--- src/espt_pkg.sv ---
package espt_pkg;

  // Number of orders held in the column (cells in the chain)
  localparam int MAX_ORDER = 16;

  localparam int ORDER_W = 5;
  localparam int EIG_W   = 32;
  localparam int POLY_W  = 64;

  // 1.0 in Q40.24
  localparam logic [POLY_W-1:0] ONE_Q24 = POLY_W'(1) << 24;

  localparam logic [ORDER_W-1:0] MAX_ORDER_CODE = ORDER_W'(MAX_ORDER);

  typedef struct packed {
    logic [EIG_W-1:0] eigen_value;
    logic             first_value;
  } in_item_t;

  typedef struct packed {
    logic [ORDER_W-1:0] order_index;
    logic [POLY_W-1:0]  poly_value;
    logic               last_of_column;
  } out_item_t;

  // Step strobes broadcast from the sequencer to every cell
  typedef struct packed {
    logic clear;
    logic latch;
    logic mul_lo;
    logic mul_hi;
    logic scale;
    logic accum;
    logic shift;
  } cell_ctl_t;

  // Order register: zero reads as one, anything above the column depth as the depth
  function automatic logic [ORDER_W-1:0] clamp_order(input logic [ORDER_W-1:0] k);
    logic [ORDER_W-1:0] r;
    if (k == '0) begin
      r = ORDER_W'(1);
    end else if (k > MAX_ORDER_CODE) begin
      r = MAX_ORDER_CODE;
    end else begin
      r = k;
    end
    return r;
  endfunction

endpackage

--- src/espt_cell.sv ---
// One order of the column: holds e_i and updates it from its lower neighbour.
module espt_cell (
  input  logic                       clk,
  input  logic                       rst_n,
  input  espt_pkg::cell_ctl_t        ctl,
  input  logic [espt_pkg::EIG_W-1:0]  eigen,
  input  logic [espt_pkg::POLY_W-1:0] below_in,
  input  logic [espt_pkg::POLY_W-1:0] out_in,
  output logic [espt_pkg::POLY_W-1:0] e_q,
  output logic [espt_pkg::POLY_W-1:0] out_q
);

  logic [espt_pkg::POLY_W-1:0] e_r, e_nxt;
  logic [espt_pkg::POLY_W-1:0] below_r;
  logic [espt_pkg::POLY_W-1:0] plo_r, phi_r;
  logic [espt_pkg::POLY_W-1:0] m_r, m_nxt;
  logic [espt_pkg::POLY_W-1:0] out_r;

  logic [31:0]                 mul_op;
  logic [espt_pkg::POLY_W-1:0] prod;
  logic                        hi_ovf;
  logic [espt_pkg::POLY_W:0]   scaled;
  logic [espt_pkg::POLY_W:0]   acc;

  // One 32x32 multiplier, used on the low then the high half of e_(i-1)
  assign mul_op = ctl.mul_hi ? below_r[63:32] : below_r[31:0];
  assign prod   = espt_pkg::POLY_W'(eigen) * espt_pkg::POLY_W'(mul_op);

  // (d * e) >> 24 with saturation
  assign hi_ovf = (phi_r[63:56] != 8'd0);
  assign scaled = {1'b0, phi_r[55:0], 8'd0} + {25'd0, plo_r[63:24]};
  assign m_nxt  = (hi_ovf || scaled[64]) ? '1 : scaled[63:0];

  // Saturating accumulate into the held order
  assign acc   = {1'b0, e_r} + {1'b0, m_r};
  assign e_nxt = acc[64] ? '1 : acc[63:0];

  // Column state
  always_ff @(posedge clk) begin
    if (!rst_n) begin
      e_r <= '0;
    end else if (ctl.clear) begin
      e_r <= '0;
    end else if (ctl.accum) begin
      e_r <= e_nxt;
    end
  end

  // Datapath registers
  always_ff @(posedge clk) begin
    if (ctl.latch) below_r <= below_in;
    if (ctl.mul_lo) plo_r <= prod;
    if (ctl.mul_hi) phi_r <= prod;
    if (ctl.scale) m_r <= m_nxt;
  end

  // Readout line: loaded with the new value, shifted down one order per transfer
  always_ff @(posedge clk) begin
    if (ctl.accum) begin
      out_r <= e_nxt;
    end else if (ctl.shift) begin
      out_r <= out_in;
    end
  end

  assign e_q   = e_r;
  assign out_q = out_r;

endmodule

--- config.mk ---
export PLATFORM = sky130hd
export DESIGN_NAME = espt_cell
export DESIGN_NICKNAME = d
export VERILOG_FILES = /design/src/espt_pkg.sv /design/src/espt_cell.sv
export SDC_FILE = /design/constraint.sdc
export NUM_CORES = 2
export LEC_CHECK = 0
export BUFFER_PORTS_ARGS = -buffer_cell sky130_fd_sc_hd__buf_4
export CAP_MARGIN = 20
export CORE_MARGIN = 2
export CORE_UTILIZATION = 40
export DETAILED_ROUTE_END_ITERATION = 10
export HOLD_SLACK_MARGIN = 0.06
export PLACE_DENSITY_LB_ADDON = 0.2
export SLEW_MARGIN = 25
export SYNTH_ARGS = -nofsm -noshare
export SYNTH_HDL_FRONTEND = slang
export SYNTH_SLANG_ARGS = --single-unit
--- constraint.sdc ---
create_clock -name clk -period 9.9 [get_ports clk]
set_clock_uncertainty 0.1 [all_clocks]
set_input_delay 0.495 -clock clk [delete_from_list [all_inputs] [get_ports clk]]
set_output_delay 0.495 -clock clk [all_outputs]
set_load 0.01 [all_outputs]
==> metrics.txt <==
Slew HR 0.314; total CTS buffers 43; drt pass-1 iters 6; Fin Setup TNS 0 ps; Congestion Overflow GR 0; largest family of logic cells by synthesized area adder cells; Reg-to-Reg End plo_r[60]$_DFFE_PP_; post-synthesis register bit count 360; Reg2Reg Depth 25; Core Region 128,000 um^2; endpoints failing hold 0; final wirelength ~150,000 um; Setup CP Type in2reg; CTS tree yes; WL per Instance 20.3 um; Worst-Margin Slew 1030 ps; FF-to-FF Start below_r[7]$_DFFE_PP_; asr flop ratio synth 0; drt drc 0; Hold Crit Start out_in[46]; Critical Path End Type flip-flop; Die Y-Extent 363 um; register-to-register setup slack 1310 ps; Post-synth EDFFs 296; first-pass GRT wire length 234,000 um; GPL Wtd Cong 0.882; final antenna-violating net count 0; Max-Cap Viols 0; crit path max fanout 19; layout cells sized above 1 0.0858; Hold Path Sink out_q[46]$_DFFE_PP_; initial antenna violation count 7; Synth Area in XOR/XNOR 0.0279; Final nets 6,988; synthesis-to-finish area growth 12.2%; H-Tree Depth 2; HP Class in2reg; sequential fraction of the synthesis area 0.198; syn_nets 6,771; min Tclk post-route 8700 ps; run status finished clean; CP arrival 9070 ps; clk buf depth 3; commonest non-fill, non-tap cell in the layout fa_1; Compound-Gate Fraction of Synth Area 0.0796; pin count of the biggest net entering global routing between 60 and 70; vias in the first global route 40,800; Starting Density 0.403; Die Wd 363 um; adder-cell share of the synthesized area 0.437; multiplexer area fraction after synthesis 0.00754; commonest cells after routing, fill and taps aside 898 x fa_1, 897 x inv_1, 599 x nand2_1, 514 x and2_1, 359 x ha_1; syn avg cell area between 9 and 10 um^2; Root Driver clkbuf_16; post-synthesis simple-gate area fraction 0.164; Max Slew Vio Count 0; Std-Cell Rows ~130; period utilization 0.879; Ports 297; final setup fails 0; DRT iter0 DRCs 2,116; Sink Count 360; WP data required 10,270 ps; yosys warns 0; Worst-Skew Late Latency around 630 ps; Clock Pin Slew Worst Setup and Hold Paths 60 ps; cell count after synthesis 5,345; Post-Syn Area ~51,000 um^2; # fillers 12,200; Cell variety after synth 73; via count 37,700; Tot GR Track Use 0.228; post-detail-place hpwl 119,000 um; crit path launch type primary input; main flop type after synthesis edfxtp_1; WHS Path Cells 3; Highest Clock Rate between 0.1 and 0.15 GHz; unrepaired setup endpoints after global routing no; DIE AREA 131,000 um^2; drt via density between 5 and 6; Buffers on Ports 296
==> metal layers <==
metal,global-route usage,part of all wire,vias to the layer above
met5,0,0.00010,-
met4,0.0551,0.024,4
met3,0.0214,0.043,180
met2,0.402,0.50,896
met1,0.300,0.43,19500
li1,-,-,17200
==> cell families after synthesis <==
family	Yosys count
compound gates	645
xor+xnor	164
fa+ha+maj	1257
buf+inv	1183
flops	360
mux	35
simple gates	1701
==> through the flow <==
stage | hold slack, ps | util | instances | area [um^2] | setup WS, ps
3_3_place_gp | 391 | 0.432 | 7064 | 55100 | 659
3_5_place_dp | 394 | 0.432 | 7064 | 55100 | 640
4_1_cts | 61.6 | 0.452 | 7258 | 57700 | 1270
5_1_grt | 87.2 | 0.453 | 7260 | 57700 | 665
6_report | 93.8 | 0.453 | 7261 | 57700 | 1200
2_1_floorplan | 377 | - | 5345 | 51400 | 1340
==> Yosys cell counts, types with 6 or more instances <==
master      n  area share
a31oi_1    22      0.0027
nand2_1   599       0.044
o21bai_1   38      0.0055
o21ai_0   164       0.016
o211ai_1   12      0.0018
inv_1     897       0.065
mux2_2     30      0.0066
fa_1      898        0.35
xnor2_1   117       0.020
dfxtp_1    64       0.025
nor4_1     17      0.0021
o31ai_1     8      0.0012
nor3_1     28      0.0027
clkbuf_1  277       0.020
a21o_1     69       0.010
xor2_1     47      0.0080
a221o_1     6      0.0012
o22a_1      9      0.0015
nand4_1    43      0.0052
nor2b_1   111       0.013
and2_1    514       0.063
o221a_2    11      0.0024
and3_1     23      0.0028
or3_1       7     0.00085
a21boi_0    6     0.00088
nand2b_1   34      0.0041
edfxtp_1  296        0.17
a211oi_1   16      0.0023
o21a_1     23      0.0034
nor3b_1     7      0.0010
a21oi_1   199       0.019
or2_2      11      0.0013
ha_1      359       0.087
nor2_1    275       0.020
nand3_1    23      0.0022
==> worst max path at each step <==
| stage | from | end | slack (ps) | cells after the start |
|---|---|---|---|---|
| after floorplan | ctl[3] | phi_r[60]$_DFFE_PP_ | 1340 | 29 |
| after global placement | ctl[3] | plo_r[63]$_DFFE_PP_ | 660 | 29 |
| after detailed placement | ctl[3] | phi_r[63]$_DFFE_PP_ | 640 | 28 |
| after CTS | ctl[3] | plo_r[60]$_DFFE_PP_ | 1270 | 28 |
| after global routing | ctl[3] | plo_r[60]$_DFFE_PP_ | 660 | 27 |
| final | ctl[3] | plo_r[60]$_DFFE_PP_ | 1200 | 28 |
==> sequential cells by signal (all words and copies together), names as in the netlist <==
| register | count |
|---|---|
| out_q | 64 |
| phi_r | 64 |
| m_r | 64 |
| below_r | 64 |
| plo_r | 40 |
| e_q | 64 |
==> area by class of cell <==
class | instances | area (um^2) | share of cell area
clock buffers | 53 | 1160 | 0.0202
clock inverters | 26 | 307 | 0.00531
well taps | 1662 | 2080 | 0.0360
inverters | 897 | 3370 | 0.0583
multi-input cells | 3802 | 36900 | 0.639
flip-flops and latches | 360 | 10200 | 0.176
repair buffers | 458 | 3750 | 0.0650
diodes | 3 | 7.51 | 0.000130
==> critical path, cell delays in order <==
cell       delay [ps]
buf_4             320
buf_4             300
mux2_2            590
buf_4             280
and2_1            170
fa_1              530
inv_1              50
fa_1              530
inv_1              60
fa_1              490
fa_1              580
fa_1              450
fa_1              400
fa_1              510
inv_1              50
fa_1              560
inv_1              70
ha_1              380
a21oi_1           250
o21bai_1           90
a21oi_1           250
o211ai_1          110
o21ai_0           140
o211ai_1          200
a311oi_2          320
o21ai_1           170
a2111oi_0         470
a311o_1           200
==> timing repair <==
item | 4_1_cts | 5_1_grt
hold buffers | 115 | 0
resized for setup | 0 | 0
endpoints found under the hold margin | 120 | 0
setup buffers | 0 | 0
Power is left out: the tool's default activity adds up to more than one toggle a clock period on the data nets, which glitch-free logic cannot reach.
