`src/espt_pkg.sv`:
```
package espt_pkg;

  // Number of orders held in the column (cells in the chain)
  localparam int MAX_ORDER = 16;

  localparam int ORDER_W = 5;
  localparam int EIG_W   = 32;
  localparam int POLY_W  = 64;

  // 1.0 in Q40.24
  localparam logic [POLY_W-1:0] ONE_Q24 = POLY_W'(1) << 24;

  localparam logic [ORDER_W-1:0] MAX_ORDER_CODE = ORDER_W'(MAX_ORDER);

  typedef struct packed {
    logic [EIG_W-1:0] eigen_value;
    logic             first_value;
  } in_item_t;

  typedef struct packed {
    logic [ORDER_W-1:0] order_index;
    logic [POLY_W-1:0]  poly_value;
    logic               last_of_column;
  } out_item_t;

  // Step strobes broadcast from the sequencer to every cell
  typedef struct packed {
    logic clear;
    logic latch;
    logic mul_lo;
    logic mul_hi;
    logic scale;
    logic accum;
    logic shift;
  } cell_ctl_t;

  // Order register: zero reads as one, anything above the column depth as the depth
  function automatic logic [ORDER_W-1:0] clamp_order(input logic [ORDER_W-1:0] k);
    logic [ORDER_W-1:0] r;
    if (k == '0) begin
      r = ORDER_W'(1);
    end else if (k > MAX_ORDER_CODE) begin
      r = MAX_ORDER_CODE;
    end else begin
      r = k;
    end
    return r;
  endfunction

endpackage

```
`src/espt_seq.sv`:
```
// Item sequencer: steps the cells through one update, then emits the column.
module espt_seq (
  input  logic                          clk,
  input  logic                          rst_n,
  input  logic                          in_valid,
  output logic                          in_ready,
  input  espt_pkg::in_item_t            in_data,
  output logic                          out_valid,
  input  logic                          out_ready,
  output logic [espt_pkg::ORDER_W-1:0]  order_index,
  output logic                          last_of_column,
  input  logic                          cfg_valid,
  output logic                          cfg_ready,
  input  logic [espt_pkg::ORDER_W-1:0]  cfg_data,
  output espt_pkg::cell_ctl_t           ctl,
  output logic [espt_pkg::EIG_W-1:0]    eigen
);

  typedef enum logic [2:0] {
    S_IDLE,
    S_CLEAR,
    S_LATCH,
    S_MUL_LO,
    S_MUL_HI,
    S_SCALE,
    S_ACCUM,
    S_EMIT
  } state_t;

  state_t                        state_r;
  logic [espt_pkg::EIG_W-1:0]    eigen_r;
  logic [espt_pkg::ORDER_W-1:0]  orders_r;
  logic [espt_pkg::ORDER_W-1:0]  k_r;
  logic [espt_pkg::ORDER_W-1:0]  cnt_r;

  assign cfg_ready = 1'b1;
  assign in_ready  = (state_r == S_IDLE);
  assign out_valid = (state_r == S_EMIT);
  assign order_index    = cnt_r;
  assign last_of_column = (cnt_r == k_r);
  assign eigen     = eigen_r;

  // Step strobes
  always_comb begin
    ctl        = '0;
    ctl.clear  = (state_r == S_CLEAR);
    ctl.latch  = (state_r == S_LATCH);
    ctl.mul_lo = (state_r == S_MUL_LO);
    ctl.mul_hi = (state_r == S_MUL_HI);
    ctl.scale  = (state_r == S_SCALE);
    ctl.accum  = (state_r == S_ACCUM);
    ctl.shift  = (state_r == S_EMIT) && out_ready;
  end

  // Order register
  always_ff @(posedge clk) begin
    if (!rst_n) begin
      orders_r <= espt_pkg::MAX_ORDER_CODE;
    end else if (cfg_valid && cfg_ready) begin
      orders_r <= cfg_data;
    end
  end

  // State and item registers
  always_ff @(posedge clk) begin
    if (!rst_n) begin
      state_r <= S_IDLE;
      cnt_r   <= '0;
      k_r     <= espt_pkg::MAX_ORDER_CODE;
    end else begin
      unique case (state_r)
        S_IDLE: begin
          if (in_valid) begin
            eigen_r <= in_data.eigen_value;
            k_r     <= espt_pkg::clamp_order(orders_r);
            cnt_r   <= espt_pkg::ORDER_W'(1);
            state_r <= in_data.first_value ? S_CLEAR : S_LATCH;
          end
        end
        S_CLEAR:  state_r <= S_LATCH;
        S_LATCH:  state_r <= S_MUL_LO;
        S_MUL_LO: state_r <= S_MUL_HI;
        S_MUL_HI: state_r <= S_SCALE;
        S_SCALE:  state_r <= S_ACCUM;
        S_ACCUM:  state_r <= S_EMIT;
        S_EMIT: begin
          if (out_ready) begin
            if (cnt_r == k_r) begin
              state_r <= S_IDLE;
            end else begin
              cnt_r <= cnt_r + espt_pkg::ORDER_W'(1);
            end
          end
        end
        default: state_r <= S_IDLE;
      endcase
    end
  end

endmodule

```
`config.mk`:
```
export PLATFORM = sky130hd
export DESIGN_NAME = espt_seq
export DESIGN_NICKNAME = d
export VERILOG_FILES = /design/src/espt_pkg.sv /design/src/espt_seq.sv
export SDC_FILE = /design/constraint.sdc
export NUM_CORES = 1
export LEC_CHECK = 0
export BUFFER_PORTS_ARGS = -buffer_cell sky130_fd_sc_hd__buf_2
export CORE_MARGIN = 1
export CORE_UTILIZATION = 45
export DETAILED_ROUTE_END_ITERATION = 12
export GPL_TIMING_DRIVEN = 0
export PLACE_DENSITY = 0.82
export SLEW_MARGIN = 20
export SYNTH_ARGS = -nofsm -noshare
export SYNTH_HDL_FRONTEND = slang
export SYNTH_SLANG_ARGS = --single-unit
```
`constraint.sdc`:
```
create_clock -name clk -period 7.33 [get_ports clk]
set_clock_uncertainty 0.05 [all_clocks]
set_input_delay 0.733 -clock clk [delete_from_list [all_inputs] [get_ports clk]]
set_output_delay 0.733 -clock clk [all_outputs]
set_load 0.03 [all_outputs]
```
==> reports/qor.yml <==
clock_tree:
  postCtsSetupBuffers: 0
  cts_hold_buffers: 0
  clockRootBuffer: "clkbuf_8"
  clock_latency_ns: 0.30
  cts_resized: 0
  htreeDepth: 2
  clock_path_buffers: 2
  cts_made_buffers: 5
  cts_tree: "yes"
  path_clk_slew_ns: 0.08
  clock_sinks: 50
synthesis:
  synth_area_mm2: 0.00202
  ys_ff_latch: 50
  yosysWarnings: 0
  synthDistinctLibCells: 36
  synthFlopType: "edfxtp_1"
  synth.avg_cell_area_um2: 12.9
  synth_fp_nets: 205
  async_flop_share_pct: 0
  synth_edf_count: 32
  synthCells: 157
  ys_seq_area_share_pct: 65.3
worst_hold_path:
  hold_path.class: "reg2reg"
  holdPathStages: 2
  min-delay-start: "k_r[0]"
  hold_end: "k_r[0]"
grt:
  use_met3_pct: 5.85
  grt_pass1_wl_mm: 6.96
  antenna_found_initial: 0
  overflow: 0
  grt_pass1_vias: 1470
  grtUsageTotal_pct: 18.8
  grt_use_met1_pct: 22.9
  gr-max-usage-layer: "met2"
  grt_max_degree: 18
  grt_use_met2_pct: 31.3
detailed_routing:
  first_pass_iters: 4
  initialDrtViolationCount: 93
  ant_nets: 0
  wl_mm: 4.28
  via_per_inst: 5.02
  wl_per_cell_um: 14.0
  num_vias: 1535
  drc: 0
pwr:
  netSwitchingFraction_pct: 36.6
  p_leak_nw: 1.18
  finalPower_mw: 0.788
  p_int_mw: 0.500
  seqPwrFrac_pct: 45.9
  ir_drop_mv: 0.150
  clkPwrFrac_pct: 19.6
  cellPowerDensity_mw_per_mm2: 298
  switching_power_mw: 0.288
  combPwrFrac_pct: 34.5
job:
  cap_violations: 0
setup_path:
  crit_required_ns: 6.55
  cp-start-kind: "register"
  regToRegSetupSlack_ns: 5.20
  crit_fanout: 10
  worstPathArrival_ns: 1.73
  slowest_delay_ns: 0.45
  cp-end-kind: "output pin"
  worstPathCellList: "xor2_1, nor2_1, and2_1, buf_2"
  slowest_stage: "nor2_1"
  worstSetupPathType: "reg2out"
  r2r-end: "eigen[21]"
  reg2reg_from: "state_r[0]"
  reg2regPathDepth: 6
floorplan:
  die_height_um: 69.1
  dieArea_mm2: 0.00477
  io_pins: 91
  rows: 24
  fp.coreArea_mm2: 0.00432
  die_x_um: 69.1
  initial_core_util_pct: 46.8
timing:
  rsz0062_at_grt: "false"
  hold_viol: 0
  fin_crit_ns: 2.52
  maxSlewViolCount: 0
  tightest_slew_ns: 0.548
  finalSetupViolCount: 0
  slew_headroom_pct: 63.3
  setup_tns_ns: 0
  period_share_pct: 34.3
  fmax_ghz: 0.397
placed_design:
  io_buffers: 88
  dpl.hpwl_mm: 3.29
  gp_congestion: 0.780
finish:
  area_growth_pct: 30.5
  drive_gt1_share_pct: 40.2
  final_cell_mix: "buf_2, edfxtp_1, dfxtp_1, nor2_1"
  diodes: 0
  final_common_cell: "buf_2"
  final_nets: 301
outcome:
  status: "finished clean"
[state kept, by name, summed over array words and instances, names as in the netlist]
name	flops
order_index	5
orders_r	5
k_r	5
eigen	32
state_r	3
[layer usage]
metal	wire length, µm	share of wire, %
met4	52	1.2
met5	0	0
met3	352	8.2
met2	2040	48
met1	1840	43
[logic make-up after synthesis]
logic type	count (synthesis)	share of synthesized area, %
AO/OA/AOI/OAI	23	8.22
AND/OR/NAND/NOR	54	14.8
multiplexers	8	3.96
other	1	0.185
XOR/XNOR	5	2.16
adder cells (fa/ha/maj)	5	3.09
flip-flops	50	65.3
buffers and inverters	11	2.29
[cells in the mapped netlist, drive strengths merged, types with 2 or more instances]
master	instances	share of area, %
edfxtp	32	47
dfxtp	18	18
nor2	16	3.0
mux2i	8	4.0
nand2	8	1.5
a21oi	7	1.7
nor2b	6	1.9
and2	5	1.5
ha	5	3.1
inv	5	0.93
xor2	5	2.2
nand3	4	0.99
a2111oi	3	1.3
and4	3	1.3
clkbuf	3	0.56
nor3b	3	1.1
o21a	3	1.1
o31a	3	1.3
buf	2	0.62
nand2b	2	0.62
nand3b	2	0.74
nor3	2	1.1
o21ai	2	0.49
[cell type report]
class                           instances  area (µm²)
Sequential cell                        50        1320
Clock buffer                            5        68.8
Multi-Input combinational cell         96         664
Timing Repair Buffer                   89         455
Inverter                                6        22.5
Fill cell                             360        1680
Clock inverter                          3        21.3
Tap cell                               52        65.1
Buffer                                  5        23.8
[power groups by stage]
stage | Sequential (mW) | Clock (mW) | Combinational [mW]
finish | 0.362 | 0.155 | 0.272
global route | 0.366 | 0.171 | 0.296
CTS | 0.362 | 0.160 | 0.275
detailed placement | 0.369 | 0 | 0.274
global placement | 0.368 | 0 | 0.260
floorplan | 0.417 | 0 | 0.145
[worst max-delay path, delay by kind of cell (launching register included)]
family	cells	cell delay, ns
xor+xnor	1	0.18
buf+inv	1	0.20
simple gates	2	0.69
flops	1	0.37
[worst max-delay path by stage]
stage | start | endpoint | slack (ns) | cells past startpoint
final | order_index[3] | last_of_column | 4.81 | 4
after global routing | order_index[3] | last_of_column | 4.68 | 4
after CTS | order_index[3] | last_of_column | 4.82 | 4
after detailed placement | in_valid | eigen[21] | 5.02 | 5
after global placement | in_valid | eigen[1] | 3.79 | 4
after floorplan | in_valid | eigen[0] | 4.46 | 3
[stage by stage]
stage               utilization [%]  hold slack [ns]  cell area, µm²  instances  setup slack [ns]
floorplan                         -            0.398            2020        157              4.46
CTS                            61.1            0.427            2640        306              4.82
global route                   61.1            0.467            2640        306              4.68
global placement               58.5            0.408            2530        297              3.79
detailed placement             59.0            0.415            2550        298              5.02
finish                         61.1            0.428            2640        306              4.81
No activity file was read; power rests on OpenSTA's default activity.
